`src/rtl/core/ltd_pkg.sv`:
```
// ----------------------------------------------------------------------------
// ltd_pkg
// Shared widths, register indexes, microcode format and control program of
// the tuner lock tracker.
// ----------------------------------------------------------------------------
package ltd_pkg;

	localparam int TIME_WIDTH_DEF = 32;

	localparam int TICK_W     = 10;
	localparam int FSTEP_W    = 24;
	localparam int STATUS_W   = 7;
	localparam int NOW_W      = 32;
	localparam int DELAY_W    = 12;
	localparam int DRIFT_W    = 32;
	localparam int TOTAL_W    = 16;
	localparam int QUAL_W     = 9;
	localparam int LOST_W     = 16;
	localparam int CFG_IDX_W  = 1;
	localparam int CFG_DATA_W = 24;

	localparam logic [CFG_IDX_W-1:0] REG_TICK_RATE = 1'd0;
	localparam logic [CFG_IDX_W-1:0] REG_FREQ_STEP = 1'd1;

	localparam logic [TICK_W-1:0]  TICK_RATE_RST = 10'd100;
	localparam logic [FSTEP_W-1:0] FREQ_STEP_RST = 24'd1000;

	localparam int LOCK_BIT     = 4;
	localparam int TIMEDOUT_BIT = 5;
	localparam logic [STATUS_W-1:0] KEEP_MASK = 7'h5F;

	// quality filter: q = (q*220 + lock*36*256) / 256
	localparam int QUAL_DECAY  = 220;
	localparam int LOCK_BONUS  = 36 * 256;
	localparam int QUAL_SHIFT  = 8;
	localparam int QUAL_SUM_W  = 18;
	localparam int QUAL_MID    = 128;
	// (q-128)^2 * rate / (128*128)
	localparam int DELAY_SHIFT = 14;
	localparam int DRIFT_PER_W = 5;

	// reciprocal multiplies for rate/20 and rate/5, exact over 10-bit rates
	localparam int RECIP_SHIFT = 16;
	localparam int RECIP20     = 3277;
	localparam int RECIP5      = 13108;

	localparam int MUL_A_W = 24;
	localparam int MUL_B_W = 18;
	localparam int PROD_W  = MUL_A_W + MUL_B_W;

	localparam int UPC_W = 4;

	typedef enum logic [3:0] {
		OP_NONE,
		OP_LOAD,
		OP_QUAL,
		OP_DELAY,
		OP_LOST,
		OP_DRIFT,
		OP_STATUS,
		OP_RETUNE,
		OP_EMIT
	} ltd_op_t;

	typedef enum logic [2:0] {
		MUL_NONE,
		MUL_Q220,
		MUL_DD,
		MUL_DDTR,
		MUL_DRIFT
	} ltd_mul_t;

	typedef enum logic [2:0] {
		J_NEXT,
		J_ALWAYS,
		J_IF_RETUNE,
		J_IF_LOCKED,
		J_HOLD_IN,
		J_HOLD_OUT
	} ltd_jump_t;

	typedef struct packed {
		ltd_op_t            op;
		ltd_mul_t           mul;
		ltd_jump_t          jump;
		logic [UPC_W-1:0]   target;
	} ltd_ucode_t;

	typedef struct packed {
		ltd_op_t  op;
		ltd_mul_t mul;
	} ltd_ctrl_t;

	typedef struct packed {
		logic retune;
		logic locked;
		logic out_free;
	} ltd_flags_t;

	localparam logic [UPC_W-1:0] PC_WAIT   = 4'd0;
	localparam logic [UPC_W-1:0] PC_MQ     = 4'd1;
	localparam logic [UPC_W-1:0] PC_QUAL   = 4'd2;
	localparam logic [UPC_W-1:0] PC_MDD    = 4'd3;
	localparam logic [UPC_W-1:0] PC_MDDTR  = 4'd4;
	localparam logic [UPC_W-1:0] PC_DELAY  = 4'd5;
	localparam logic [UPC_W-1:0] PC_LOST   = 4'd6;
	localparam logic [UPC_W-1:0] PC_MDRIFT = 4'd7;
	localparam logic [UPC_W-1:0] PC_DRIFT  = 4'd8;
	localparam logic [UPC_W-1:0] PC_STATUS = 4'd9;
	localparam logic [UPC_W-1:0] PC_RETUNE = 4'd10;
	localparam logic [UPC_W-1:0] PC_EMIT   = 4'd11;

	function automatic ltd_ucode_t ucode(input logic [UPC_W-1:0] pc);
		ltd_ucode_t w;
		w = '{op: OP_NONE, mul: MUL_NONE, jump: J_ALWAYS, target: PC_WAIT};
		case (pc)
			PC_WAIT:   w = '{op: OP_LOAD,   mul: MUL_NONE,  jump: J_HOLD_IN,   target: PC_WAIT};
			PC_MQ:     w = '{op: OP_NONE,   mul: MUL_Q220,  jump: J_IF_RETUNE, target: PC_RETUNE};
			PC_QUAL:   w = '{op: OP_QUAL,   mul: MUL_NONE,  jump: J_NEXT,      target: PC_WAIT};
			PC_MDD:    w = '{op: OP_NONE,   mul: MUL_DD,    jump: J_NEXT,      target: PC_WAIT};
			PC_MDDTR:  w = '{op: OP_NONE,   mul: MUL_DDTR,  jump: J_NEXT,      target: PC_WAIT};
			PC_DELAY:  w = '{op: OP_DELAY,  mul: MUL_NONE,  jump: J_IF_LOCKED, target: PC_STATUS};
			PC_LOST:   w = '{op: OP_LOST,   mul: MUL_NONE,  jump: J_NEXT,      target: PC_WAIT};
			PC_MDRIFT: w = '{op: OP_NONE,   mul: MUL_DRIFT, jump: J_NEXT,      target: PC_WAIT};
			PC_DRIFT:  w = '{op: OP_DRIFT,  mul: MUL_NONE,  jump: J_NEXT,      target: PC_WAIT};
			PC_STATUS: w = '{op: OP_STATUS, mul: MUL_NONE,  jump: J_ALWAYS,    target: PC_EMIT};
			PC_RETUNE: w = '{op: OP_RETUNE, mul: MUL_NONE,  jump: J_NEXT,      target: PC_WAIT};
			PC_EMIT:   w = '{op: OP_EMIT,   mul: MUL_NONE,  jump: J_HOLD_OUT,  target: PC_WAIT};
			default:   w = '{op: OP_NONE,   mul: MUL_NONE,  jump: J_ALWAYS,    target: PC_WAIT};
		endcase
		return w;
	endfunction

	function automatic logic [TICK_W-1:0] tick_div20(input logic [TICK_W-1:0] x);
		logic [31:0] p;
		p = 32'(x) * 32'(RECIP20);
		return TICK_W'(p >> RECIP_SHIFT);
	endfunction

	function automatic logic [TICK_W-1:0] tick_div5(input logic [TICK_W-1:0] x);
		logic [31:0] p;
		p = 32'(x) * 32'(RECIP5);
		return TICK_W'(p >> RECIP_SHIFT);
	endfunction

endpackage

```
`src/rtl/core/ltd_if.sv`:
```
// ----------------------------------------------------------------------------
// ltd interfaces
// Valid/ready channels for requests, results and register writes.
// ----------------------------------------------------------------------------
interface ltd_item_if import ltd_pkg::*; ();
	logic                valid;
	logic                ready;
	logic                command;
	logic [STATUS_W-1:0] status_bits;
	logic [NOW_W-1:0]    now_ticks;

	modport source (output valid, command, status_bits, now_ticks, input ready);
	modport sink   (input valid, command, status_bits, now_ticks, output ready);
endinterface

interface ltd_result_if import ltd_pkg::*; ();
	logic                      valid;
	logic                      ready;
	logic [DELAY_W-1:0]        poll_delay;
	logic signed [DRIFT_W-1:0] drift_offset;
	logic                      retune_issued;
	logic [STATUS_W-1:0]       status_out;
	logic                      event_valid;
	logic [TOTAL_W-1:0]        timeout_total;

	modport source (output valid, poll_delay, drift_offset, retune_issued, status_out,
		event_valid, timeout_total, input ready);
	modport sink   (input valid, poll_delay, drift_offset, retune_issued, status_out,
		event_valid, timeout_total, output ready);
endinterface

interface ltd_cfg_if import ltd_pkg::*; ();
	logic                  valid;
	logic                  ready;
	logic [CFG_IDX_W-1:0]  index;
	logic [CFG_DATA_W-1:0] data;

	modport source (output valid, index, data, input ready);
	modport sink   (input valid, index, data, output ready);
endinterface

```
`src/rtl/core/ltd_seq.sv`:
```
// ----------------------------------------------------------------------------
// ltd_seq
// Step counter and control store; issues one control word per cycle.
// ----------------------------------------------------------------------------
module ltd_seq import ltd_pkg::*; (
	input  logic       clk,
	input  logic       arst_n,
	input  logic       in_valid,
	input  ltd_flags_t flags,
	output logic       in_ready,
	output ltd_ctrl_t  ctrl
);

	logic [UPC_W-1:0] step_q;
	logic [UPC_W-1:0] step_nxt;
	ltd_ucode_t       uw;

	always_ff @(posedge clk or negedge arst_n) begin
		if (!arst_n) begin
			step_q <= PC_WAIT;
		end else begin
			step_q <= step_nxt;
		end
	end

	always_comb begin
		uw       = ucode(step_q);
		step_nxt = step_q + 1'b1;
		ctrl.op  = uw.op;
		ctrl.mul = uw.mul;
		case (uw.jump)
			J_NEXT: begin
				step_nxt = step_q + 1'b1;
			end
			J_ALWAYS: begin
				step_nxt = uw.target;
			end
			J_IF_RETUNE: begin
				if (flags.retune) step_nxt = uw.target;
			end
			J_IF_LOCKED: begin
				if (flags.locked) step_nxt = uw.target;
			end
			J_HOLD_IN: begin
				// hold until a request arrives
				if (!in_valid) begin
					step_nxt = step_q;
					ctrl.op  = OP_NONE;
				end
			end
			J_HOLD_OUT: begin
				// hold while the previous result is still unclaimed
				if (flags.out_free) begin
					step_nxt = uw.target;
				end else begin
					step_nxt = step_q;
					ctrl.op  = OP_NONE;
				end
			end
			default: begin
				step_nxt = PC_WAIT;
			end
		endcase
	end

	assign in_ready = (uw.jump == J_HOLD_IN);

endmodule

```
`src/rtl/core/ltd_dp.sv`:
```
// ----------------------------------------------------------------------------
// ltd_dp
// Tracker state, shared multiplier, settings and result register.
// ----------------------------------------------------------------------------
module ltd_dp import ltd_pkg::*; #(
	parameter int TIME_WIDTH = TIME_WIDTH_DEF
) (
	input  logic                      clk,
	input  logic                      arst_n,
	input  ltd_ctrl_t                 ctrl,
	output ltd_flags_t                flags,
	input  logic                      command,
	input  logic [STATUS_W-1:0]       status_bits,
	input  logic [NOW_W-1:0]          now_ticks,
	input  logic                      cfg_we,
	input  logic [CFG_IDX_W-1:0]      cfg_index,
	input  logic [CFG_DATA_W-1:0]     cfg_data,
	output logic                      out_valid,
	input  logic                      out_ready,
	output logic [DELAY_W-1:0]        poll_delay,
	output logic signed [DRIFT_W-1:0] drift_offset,
	output logic                      retune_issued,
	output logic [STATUS_W-1:0]       status_out,
	output logic                      event_valid,
	output logic [TOTAL_W-1:0]        timeout_total
);

	// settings
	logic [TICK_W-1:0]  tick_rate_q;
	logic [FSTEP_W-1:0] freq_step_q;

	// request latch
	logic                cmd_q;
	logic [STATUS_W-1:0] sbits_q;
	logic [NOW_W-1:0]    now_q;

	// tracker state
	logic [QUAL_W-1:0]     qual_q;
	logic [LOST_W-1:0]     lost_q;
	logic [DRIFT_W-1:0]    drift_q;
	logic [TOTAL_W-1:0]    tocnt_q;
	logic [STATUS_W-1:0]   status_q;
	logic [TIME_WIDTH-1:0] lost_time_q;

	// work registers
	logic [PROD_W-1:0]  prod_q;
	logic [DELAY_W-1:0] delay_q;
	logic               retune_q;
	logic               event_q;
	logic               out_valid_q;

	logic [MUL_A_W-1:0]    mul_a;
	logic [MUL_B_W-1:0]    mul_b;
	logic [QUAL_W-1:0]     qual_dist;
	logic [LOST_W:0]       half_j;
	logic [QUAL_SUM_W-1:0] qual_sum;
	logic [TIME_WIDTH-1:0] now_tw;
	logic [TIME_WIDTH-1:0] since_lost;
	logic                  timed_out;
	logic [STATUS_W-1:0]   next_status;
	logic                  locked;
	logic                  out_free;

	assign locked   = sbits_q[LOCK_BIT];
	assign out_free = !out_valid_q || out_ready;
	assign flags    = '{retune: cmd_q, locked: locked, out_free: out_free};

	assign qual_dist = (qual_q >= QUAL_W'(QUAL_MID)) ? qual_q - QUAL_W'(QUAL_MID)
		: QUAL_W'(QUAL_MID) - qual_q;
	assign half_j = ({1'b0, lost_q} + 1'b1) >> 1;

	always_comb begin
		case (ctrl.mul)
			MUL_Q220: begin
				mul_a = MUL_A_W'(qual_q);
				mul_b = MUL_B_W'(QUAL_DECAY);
			end
			MUL_DD: begin
				mul_a = MUL_A_W'(qual_dist);
				mul_b = MUL_B_W'(qual_dist);
			end
			MUL_DDTR: begin
				mul_a = MUL_A_W'(tick_rate_q);
				mul_b = prod_q[MUL_B_W-1:0];
			end
			MUL_DRIFT: begin
				mul_a = freq_step_q;
				mul_b = MUL_B_W'(half_j);
			end
			default: begin
				mul_a = '0;
				mul_b = '0;
			end
		endcase
	end

	assign qual_sum = QUAL_SUM_W'(prod_q) + (locked ? QUAL_SUM_W'(LOCK_BONUS) : '0);

	// elapsed ticks since lock was lost, modulo the time width
	assign now_tw     = TIME_WIDTH'(now_q);
	assign since_lost = now_tw - lost_time_q;
	assign timed_out  = !locked && (since_lost > TIME_WIDTH'({tick_rate_q, 1'b0}));

	always_comb begin
		next_status               = sbits_q;
		next_status[TIMEDOUT_BIT] = timed_out;
	end

	always_ff @(posedge clk) begin
		if (ctrl.mul != MUL_NONE) begin
			prod_q <= PROD_W'(mul_a) * PROD_W'(mul_b);
		end
		if (ctrl.op == OP_LOAD) begin
			cmd_q   <= command;
			sbits_q <= status_bits;
			now_q   <= now_ticks;
		end
		if (ctrl.op == OP_EMIT) begin
			poll_delay    <= delay_q;
			drift_offset  <= drift_q;
			retune_issued <= retune_q;
			status_out    <= status_q;
			event_valid   <= event_q;
			timeout_total <= tocnt_q;
		end
	end

	always_ff @(posedge clk or negedge arst_n) begin
		if (!arst_n) begin
			tick_rate_q <= TICK_RATE_RST;
			freq_step_q <= FREQ_STEP_RST;
			qual_q      <= '0;
			lost_q      <= '0;
			drift_q     <= '0;
			tocnt_q     <= '0;
			status_q    <= '0;
			lost_time_q <= '0;
			delay_q     <= '0;
			retune_q    <= 1'b0;
			event_q     <= 1'b0;
			out_valid_q <= 1'b0;
		end else begin
			if (cfg_we) begin
				case (cfg_index)
					REG_TICK_RATE: tick_rate_q <= cfg_data[TICK_W-1:0];
					REG_FREQ_STEP: freq_step_q <= cfg_data[FSTEP_W-1:0];
					default: begin
					end
				endcase
			end

			if (ctrl.op == OP_EMIT) begin
				out_valid_q <= 1'b1;
			end else if (out_ready) begin
				out_valid_q <= 1'b0;
			end

			case (ctrl.op)
				OP_LOAD: begin
					retune_q <= 1'b0;
					event_q  <= 1'b0;
				end
				OP_QUAL: begin
					qual_q <= qual_sum[QUAL_SHIFT +: QUAL_W];
				end
				OP_DELAY: begin
					delay_q <= DELAY_W'(tick_div20(tick_rate_q))
						+ prod_q[DELAY_SHIFT +: DELAY_W];
				end
				OP_LOST: begin
					lost_q   <= lost_q + 1'b1;
					delay_q  <= DELAY_W'(tick_div5(tick_rate_q));
					retune_q <= 1'b1;
				end
				OP_DRIFT: begin
					// zigzag: odd counts step out, even counts mirror, restart each period
					if (lost_q[0]) begin
						drift_q <= drift_q + prod_q[DRIFT_W-1:0];
					end else if (lost_q[DRIFT_PER_W-1:0] == '0) begin
						drift_q <= '0;
					end else begin
						drift_q <= '0 - drift_q;
					end
				end
				OP_STATUS: begin
					if (locked) begin
						lost_q  <= '0;
						tocnt_q <= '0;
					end else if (timed_out && !status_q[TIMEDOUT_BIT]
							&& tocnt_q != '1) begin
						tocnt_q <= tocnt_q + 1'b1;
					end
					if (next_status != status_q) begin
						status_q <= next_status;
						event_q  <= 1'b1;
						if (status_q[LOCK_BIT] && !next_status[LOCK_BIT]) begin
							lost_time_q <= now_tw;
						end
					end
				end
				OP_RETUNE: begin
					tocnt_q     <= '0;
					lost_q      <= '0;
					drift_q     <= '0;
					lost_time_q <= now_tw;
					delay_q     <= '0;
					if ((status_q & KEEP_MASK) != '0) begin
						status_q <= '0;
						event_q  <= 1'b1;
					end
				end
				default: begin
				end
			endcase
		end
	end

	assign out_valid = out_valid_q;

endmodule

```
`src/rtl/core/tuner_lock_tracker_with_drift_scan.sv`:
```
// ----------------------------------------------------------------------------
// tuner_lock_tracker_with_drift_scan
// Receiver lock supervisor with quality-driven poll delay and drift scan.
// ----------------------------------------------------------------------------
// One request at a time is run by a 12-step control program over a datapath
// with one shared 24x18 multiplier. A poll without lock runs more steps than
// a locked poll (lost count, drift multiply and drift step), and a retune
// skips the quality, delay and drift steps. The multiplier passes run in
// series (quality filter, squared distance, scaling by the tick rate, drift
// step). The result sits in an output register; the next request is taken
// once the program returns to its wait step, which happens as soon as the
// output register is free. Register writes are accepted in any cycle and
// should be issued only while idle.
module tuner_lock_tracker_with_drift_scan import ltd_pkg::*; #(
	parameter int TIME_WIDTH = TIME_WIDTH_DEF
) (
	input logic            clk,
	input logic            arst_n,
	ltd_item_if.sink       item,
	ltd_result_if.source   result,
	ltd_cfg_if.sink        cfg
);

	ltd_ctrl_t  ctrl;
	ltd_flags_t flags;

	assign cfg.ready = 1'b1;

	ltd_seq u_seq (
		.clk      (clk),
		.arst_n   (arst_n),
		.in_valid (item.valid),
		.flags    (flags),
		.in_ready (item.ready),
		.ctrl     (ctrl)
	);

	ltd_dp #(
		.TIME_WIDTH (TIME_WIDTH)
	) u_dp (
		.clk           (clk),
		.arst_n        (arst_n),
		.ctrl          (ctrl),
		.flags         (flags),
		.command       (item.command),
		.status_bits   (item.status_bits),
		.now_ticks     (item.now_ticks),
		.cfg_we        (cfg.valid),
		.cfg_index     (cfg.index),
		.cfg_data      (cfg.data),
		.out_valid     (result.valid),
		.out_ready     (result.ready),
		.poll_delay    (result.poll_delay),
		.drift_offset  (result.drift_offset),
		.retune_issued (result.retune_issued),
		.status_out    (result.status_out),
		.event_valid   (result.event_valid),
		.timeout_total (result.timeout_total)
	);

endmodule

```
`src/flat_wrapper.sv`:
```
// flat-port wrapper written by rule: the top's interface ports become plain ports
module tuner_lock_tracker_with_drift_scan_flat import ltd_pkg::*;
#(
	parameter int TIME_WIDTH = TIME_WIDTH_DEF
)
  (clk, arst_n, item_valid, item_command, item_status_bits, item_now_ticks, item_ready, result_valid, result_poll_delay, result_drift_offset, result_retune_issued, result_status_out, result_event_valid, result_timeout_total, result_ready, cfg_valid, cfg_index, cfg_data, cfg_ready);
  ltd_item_if item_i ();
  ltd_result_if result_i ();
  ltd_cfg_if cfg_i ();
  input logic clk;
  input logic arst_n;
  input wire logic [$bits(item_i.valid)-1:0] item_valid;
  input wire logic [$bits(item_i.command)-1:0] item_command;
  input wire logic [$bits(item_i.status_bits)-1:0] item_status_bits;
  input wire logic [$bits(item_i.now_ticks)-1:0] item_now_ticks;
  output wire logic [$bits(item_i.ready)-1:0] item_ready;
  output wire logic [$bits(result_i.valid)-1:0] result_valid;
  output wire logic [$bits(result_i.poll_delay)-1:0] result_poll_delay;
  output wire logic [$bits(result_i.drift_offset)-1:0] result_drift_offset;
  output wire logic [$bits(result_i.retune_issued)-1:0] result_retune_issued;
  output wire logic [$bits(result_i.status_out)-1:0] result_status_out;
  output wire logic [$bits(result_i.event_valid)-1:0] result_event_valid;
  output wire logic [$bits(result_i.timeout_total)-1:0] result_timeout_total;
  input wire logic [$bits(result_i.ready)-1:0] result_ready;
  input wire logic [$bits(cfg_i.valid)-1:0] cfg_valid;
  input wire logic [$bits(cfg_i.index)-1:0] cfg_index;
  input wire logic [$bits(cfg_i.data)-1:0] cfg_data;
  output wire logic [$bits(cfg_i.ready)-1:0] cfg_ready;
  assign item_i.valid = item_valid;
  assign item_i.command = item_command;
  assign item_i.status_bits = item_status_bits;
  assign item_i.now_ticks = item_now_ticks;
  assign item_ready = item_i.ready;
  assign result_valid = result_i.valid;
  assign result_poll_delay = result_i.poll_delay;
  assign result_drift_offset = result_i.drift_offset;
  assign result_retune_issued = result_i.retune_issued;
  assign result_status_out = result_i.status_out;
  assign result_event_valid = result_i.event_valid;
  assign result_timeout_total = result_i.timeout_total;
  assign result_i.ready = result_ready;
  assign cfg_i.valid = cfg_valid;
  assign cfg_i.index = cfg_index;
  assign cfg_i.data = cfg_data;
  assign cfg_ready = cfg_i.ready;
  tuner_lock_tracker_with_drift_scan #(.TIME_WIDTH(TIME_WIDTH)) u_core (.clk(clk), .arst_n(arst_n), .item(item_i), .result(result_i), .cfg(cfg_i));
endmodule
```
`config.mk`:
```
export PLATFORM = sky130hd
export DESIGN_NAME = tuner_lock_tracker_with_drift_scan_flat
export DESIGN_NICKNAME = d
export VERILOG_FILES = /design/src/rtl/core/ltd_pkg.sv /design/src/rtl/core/ltd_if.sv /design/src/rtl/core/ltd_seq.sv /design/src/rtl/core/ltd_dp.sv /design/src/rtl/core/tuner_lock_tracker_with_drift_scan.sv /design/src/flat_wrapper.sv
export SDC_FILE = /design/constraint.sdc
export NUM_CORES = 2
export LEC_CHECK = 0
export BUFFER_PORTS_ARGS = -buffer_cell sky130_fd_sc_hd__buf_2
export CAP_MARGIN = 20
export CORE_MARGIN = 5
export CORE_UTILIZATION = 45
export DETAILED_ROUTE_END_ITERATION = 8
export SLEW_MARGIN = 0
export SYNTH_ARGS = -nofsm -noshare
export SYNTH_HDL_FRONTEND = slang
export SYNTH_SLANG_ARGS = --single-unit
```
`constraint.sdc`:
```
create_clock -name clk -period 9.65 [get_ports clk]
set_input_delay 0.965 -clock clk [delete_from_list [all_inputs] [get_ports clk]]
set_output_delay 0.965 -clock clk [all_outputs]
set_load 0.02 [all_outputs]
```
# Yosys cells after proc, flatten, opt, wreduce, memory -nomap -nowiden
# Memory sizes are Yosys's and may differ from the RTL's.
# Cells that the tools add are included.
[totals]
word_cells = 127
romBits = 208
memories = 1
output_inout_bits = 72
reg_bits = 306
[memory_table]
columns = ["name", "words", "word_bits", "rd", "rd_clocked_by_memory_dff", "write_ports", "line_no", "text"]
rows = [
  ["(name not given)", 16, 13, 1, 0, 0, "ltd_pkg.sv:116", "case (pc)"],
]
[op_classes]
add_sub_neg = 11
n_mul = 3
order_cmp = 2
eq_ne = 26
n_mux = 33
reduce_logical = 27
bitwise = 1
[ops]
columns = ["cell", "n"]
rows = [
  ["32-bit 2-to-1 mux", 4],
  ["32-bit one-hot mux with 2 select lines", 2],
  ["24-bit one-hot mux with 4 select lines", 1],
  ["18-bit one-hot mux with 4 select lines", 1],
  ["16-bit 2-to-1 mux", 3],
  ["16-bit one-hot mux with 3 select lines", 1],
  ["10-bit by 12-bit multiplier with 22-bit output (second input constant)", 2],
  ["12-bit one-hot mux with 3 select lines", 1],
  ["16-bit by 1-bit adder with 16-bit output (second input constant)", 2],
  ["32-bit adder", 1],
  ["32-bit by 11-bit > comparator with 1-bit output", 1],
  ["24-bit by 18-bit multiplier with 32-bit output", 1],
  ["16-bit one-hot mux with 2 select lines", 1],
  ["1-bit by 32-bit subtractor with 32-bit output (first input constant)", 1],
  ["32-bit subtractor", 1],
  ["4-bit 2-to-1 mux", 6],
  ["4-bit one-hot mux with 6 select lines", 1],
  ["16-bit by 1-bit adder with 17-bit output (second input constant)", 1],
  ["17-bit by 14-bit adder with 17-bit output", 1],
  ["4-bit by 3-bit == test with 1-bit output (second input constant)", 4],
  ["16-bit != test (second input constant)", 1],
  ["14-bit 2-to-1 mux", 1],
  ["7-bit 2-to-1 mux", 2],
  ["7-bit one-hot mux with 2 select lines", 1],
  ["30 further kinds", 62],
]

# Longest topological paths before layout
[depth]
depth_word = 8
depth_mapped = 37

# Cells and area by module
# A second synthesis with hierarchy kept.
[unflattened]
hier_cells = 3242
area_unflattened_um2 = 30427.9
[modules_own_cells]
columns = ["mod", "area_per_inst_um2", "seq_area_each_um2", "n_inst", "cells_per_inst"]
rows = [
  ["ltd_dp", 29862.4, 8244.2, 1, 3173],
  ["ltd_seq", 554.3, 100.1, 1, 67],
  ["tuner_lock_tracker_with_drift_scan", 11.3, 0.0, 1, 2],
]

# Worst setup path after synthesis
# OpenSTA, ideal clock, no wires.
[synth_timing]
kind = "flip-flop to flip-flop"
start = "register u_core.u_seq.step_q[1]"
end = "register u_core.u_dp.prod_q[31], data pin"
setup_ns = 0.260
required_time_ns = 9.390
arrival_ns = 8.302
stages_incl_launch_ff = 33
slack_ns = 1.088
path_buffers = 2
cell_sequence = "dfrtp_1 > inv_1 > ha_1 > clkbuf_1 > nor2_1 > o21ai_0 > nand3b_1 > nor2_1 > a2111oi_0 > clkbuf_1 > nor2_1 > fa_1 > inv_1 > fa_1 > inv_1 > fa_1 > fa_1 > fa_1 > inv_1 > fa_1 > inv_1 > ha_1 > and3_1 > and3_1 > a21o_1 > a311oi_1 > a21oi_1 > a41oi_1 > a211o_1 > a31oi_1 > a21o_1 > a21oi_1 > xnor2_1"
[synth_via]
elab_chain_len = 4
[synth_lines]
columns = ["element", "line_no", "text"]
rows = [
  ["start: declaration", "ltd_seq.sv:14", "logic [UPC_W-1:0] step_q;"],
  ["start signal: assignment", "ltd_seq.sv:22", "step_q <= step_nxt;"],
  ["memory 16 x 13 bit *", "--", ""],
  ["3-bit == test (tied with other cells)", "ltd_dp.sv:73", "case (ctrl.mul)"],
  ["24-bit one-hot mux with 4 select lines / 18-bit one-hot mux with 4 select lines (equally long branches)", "ltd_dp.sv:73", ""],
  ["24-bit by 18-bit multiplier with 32-bit output *", "ltd_dp.sv:111", "prod_q <= PROD_W'(mul_a) * PROD_W'(mul_b);"],
  ["end signal: assignment", "ltd_dp.sv:111", ""],
  ["end: declaration", "ltd_dp.sv:46", "logic [PROD_W-1:0] prod_q;"],
]
# Every way passes the cells marked *; elsewhere a longest branch is shown, timed or not.
# A chain may end at the register's enable or synchronous reset.

# Worst setup path in the final report
[layout_timing]
start = "register u_core.u_seq.step_q[0]"
end = "register u_core.u_dp.prod_q[31], data pin"
# Same word-level chain as after synthesis.

==> out/metrics.yaml <==
ys_types: 87
globalRouteOverflowTotal: 0
post_layout_nonfiller_instances: 4197
maxSlewViolCount: 0
critical-path-top-cell-by-count: "sky130_fd_sc_hd__fa_1"
critical-path-slowest-cell: "sky130_fd_sc_hd__dfrtp_1"
drtPass1Iterations: 5
critPathMaxFanout: 24
ys.flop_type: "sky130_fd_sc_hd__dfrtp_1"
run_status: "finished clean"
worst_slew_pin_slew_ns: 1.06
syn-cell-area_mm2: 0.0299
die_area_mm2: 0.0718
cts_max_level: 2
commonest_non_fill_non_tap_cell_in_the_layout: "sky130_fd_sc_hd__inv_1"
hold_end: "u_core.u_dp.event_valid"
setup_total_negative_slack_ns: 0
route.detailed.drc: 0
final_layout_net_count: 3944
clock_tree_from_tritoncts: "built"
max_slew_margin: 0.293
hold_start: "u_core.u_dp.event_q"
post_synth_inst_count: 3158
clock_sinks: 305
timing.setup.critical_path_class: "flop to flop"
post_route_cells_drive_above_1_share: 0.116
chipHeight_um: 268
portbufs: 139
synth_enable_flop_cells: 140
grt_first_pass_wirelength_mm: 129
drt_iter0_drc: 1581
grt_start_max_net_pins: 99
via_per_inst: 5.46
route.detailed.wl_per_inst_um: 19.2
r2r_cells: 32
cts_inserted_buffers: 36
post_cts_buffers: 0
clk_latency_ns: 0.56
synth_warnings: 0
place_hpwl_mm: 65.4
fill_cells: 6150
avgSynthCellArea_um2: 9.48
vias: 22900
area_growth_pct: 10.6
peakVddDrop_mv: 0.199
insertedDiodeCount: 0
antenna_found_initial: 1
regToRegStartpoint: "u_core.u_seq.step_q[0]"
layout_common_cells: "sky130_fd_sc_hd__inv_1 (490), sky130_fd_sc_hd__fa_1 (338), sky130_fd_sc_hd__nand2_1 (329)"
layout_min_cycle_time_ns: 9.07
globalplace.congestion: 0.930
critical-path-max-stage-delay_ns: 0.58
final_min_period_over_clock_period: 0.940
core_area_mm2: 0.0659
ys_async_sr_fraction: 0.541
worstReg2RegEnd: "u_core.u_dp.prod_q[31]"
finalSetupViolations: 0
cts_root_buffer: "sky130_fd_sc_hd__clkbuf_16"
report.final.hold_viol_count: 0
postSynthRegisterBits: 305
hold_path_class: "flop to flop"
skew_ns: 0.0305
rsz0062_at_grt: "false"
antenna_left: 0
total_power_uw: 9780
die_width_um: 268
first_global_vias: 23700
floorplan.initialDensity: 0.454
worst_hold_path.num_cells: 0
achievable-frequency_mhz: 110
grt_util_all_layers: 0.226
pin_count: 142
place_inst: 4130
placement_rows: 94
route.final.wire_length_mm: 80.7
start_kind: "flop"
clock_slew_at_reported_path_ffs_ns: 0.06
maxCapViolCount: 0
timing.critical_path.required_ns: 9.92
worst-r2r-setup-slack_ns: 0.58
crit_path_end_kind: "flop"
cellLeakagePower_uw: 0.0153
power_density_mw_per_mm2: 295
clk_path_buf_depth: 3
worst_ep_arrival_time_ns: 9.35
yosysSeqAreaShare: 0.279
[area by class of cell]
| type | instances | area (um^2) | share of cell area |
|---|---|---|---|
| clock buffer | 50 | 1000 | 0.0303 |
| clock inverter | 16 | 184 | 0.00555 |
| inverter | 491 | 1840 | 0.0557 |
| multi-input combinational | 2269 | 19500 | 0.588 |
| sequential | 305 | 8340 | 0.252 |
| tap | 864 | 1080 | 0.0326 |
| timing repair buffer | 202 | 1170 | 0.0354 |
[sequential cells by signal (all words and copies together) (netlist names), 24 cells and up]
name / count
u_core.u_dp.now_q: 32
u_core.u_dp.drift_q: 32
u_core.u_dp.prod_q: 32
u_core.u_dp.drift_offset: 32
u_core.u_dp.freq_step_q: 24
u_core.u_dp.lost_time_q: 32
[power by group]
group	internal, uW	total, uW	switching [uW]
Clock	816	1370	551
Combinational	2300	6000	3700
Sequential	1920	2410	496
[synth_stat cells (20+ instances only)]
master	n	area (um^2)
sky130_fd_sc_hd__inv_1	490	1840
sky130_fd_sc_hd__fa_1	338	6770
sky130_fd_sc_hd__nand2_1	329	1230
sky130_fd_sc_hd__nor2_1	314	1180
sky130_fd_sc_hd__ha_1	231	2890
sky130_fd_sc_hd__dfrtp_1	156	3900
sky130_fd_sc_hd__o21ai_0	153	766
sky130_fd_sc_hd__edfxtp_1	140	4200
sky130_fd_sc_hd__a21oi_1	122	611
sky130_fd_sc_hd__clkbuf_1	88	330
sky130_fd_sc_hd__xnor2_1	85	744
sky130_fd_sc_hd__mux2_2	60	676
sky130_fd_sc_hd__xor2_1	53	464
sky130_fd_sc_hd__nand2b_1	39	244
sky130_fd_sc_hd__nand3_1	36	180
sky130_fd_sc_hd__nor3_1	35	175
sky130_fd_sc_hd__and2_1	34	213
sky130_fd_sc_hd__a21o_1	31	233
sky130_fd_sc_hd__and3_1	25	156
sky130_fd_sc_hd__nand4_1	25	156
sky130_fd_sc_hd__o21a_1	22	165
sky130_fd_sc_hd__nor2b_1	21	131
sky130_fd_sc_hd__or3_1	21	131
sky130_fd_sc_hd__o21ai_1	20	100
[what timing repair did]
item | CTS | global route
hold buffers | 0 | 0
gates resized for setup | 0 | 1
setup endpoints to repair | 0 | 1
[metrics by stage]
stage / utilization / setup slack (ns) / hold WS (ns) / area, um^2
2_1_floorplan: - / 1.09 / 0.425 / 30000
3_3_place_gp: 0.485 / 0.746 / 0.434 / 31900
3_5_place_dp: 0.485 / 0.630 / 0.434 / 31900
4_1_cts: 0.503 / 0.583 / 0.448 / 33100
5_1_grt: 0.503 / 0.00565 / 0.460 / 33100
6_report: 0.503 / 0.576 / 0.448 / 33100
[worst max-delay path: cells and delay by family (launching register included)]
family                     cells  cell delay, ns
buffers and inverters          7            1.04
xor gates and xnor gates       1            0.08
DFF                            1            0.58
and+or+nand+nor                6            0.94
adders and majority gates      8            3.78
AOI/OAI and AO/OA             10            2.36
[kinds of logic (layout without fill, tap and decap cells)]
family / Yosys count / count (layout) / share of synthesized area
muxes: 65 / 65 / 0.0242
adders and majority gates: 569 / 569 / 0.323
AOI/OAI and AO/OA: 533 / 533 / 0.113
other: 2 / 10 / 0.000251
xor gates and xnor gates: 138 / 138 / 0.0404
DFF: 305 / 305 / 0.279
and+or+nand+nor: 954 / 954 / 0.146
buffers and inverters: 592 / 759 / 0.0747
[worst max path at each step]
| stage | from | to | cells after the start | slack, ns |
|---|---|---|---|---|
| detailed placement | u_core.u_seq.step_q[0] | u_core.u_dp.prod_q[31] | 32 | 0.63 |
| global route | u_core.u_seq.step_q[0] | u_core.u_dp.prod_q[31] | 31 | 0.006 |
| CTS | u_core.u_seq.step_q[0] | u_core.u_dp.prod_q[31] | 32 | 0.58 |
| global placement | u_core.u_seq.step_q[0] | u_core.u_dp.prod_q[31] | 32 | 0.75 |
| finish | u_core.u_seq.step_q[0] | u_core.u_dp.prod_q[31] | 32 | 0.58 |
| floorplan | u_core.u_seq.step_q[1] | u_core.u_dp.prod_q[31] | 32 | 1.09 |
[per-layer routing]
metal,GRT usage,part of all wire,vias to the layer above
li1,-,-,10700
met5,0,0.00025,-
met3,0.0381,0.067,131
met2,0.354,0.45,719
met1,0.325,0.45,11300
met4,0.0678,0.032,2
Note: power is estimated with default switching activity, not from simulation.
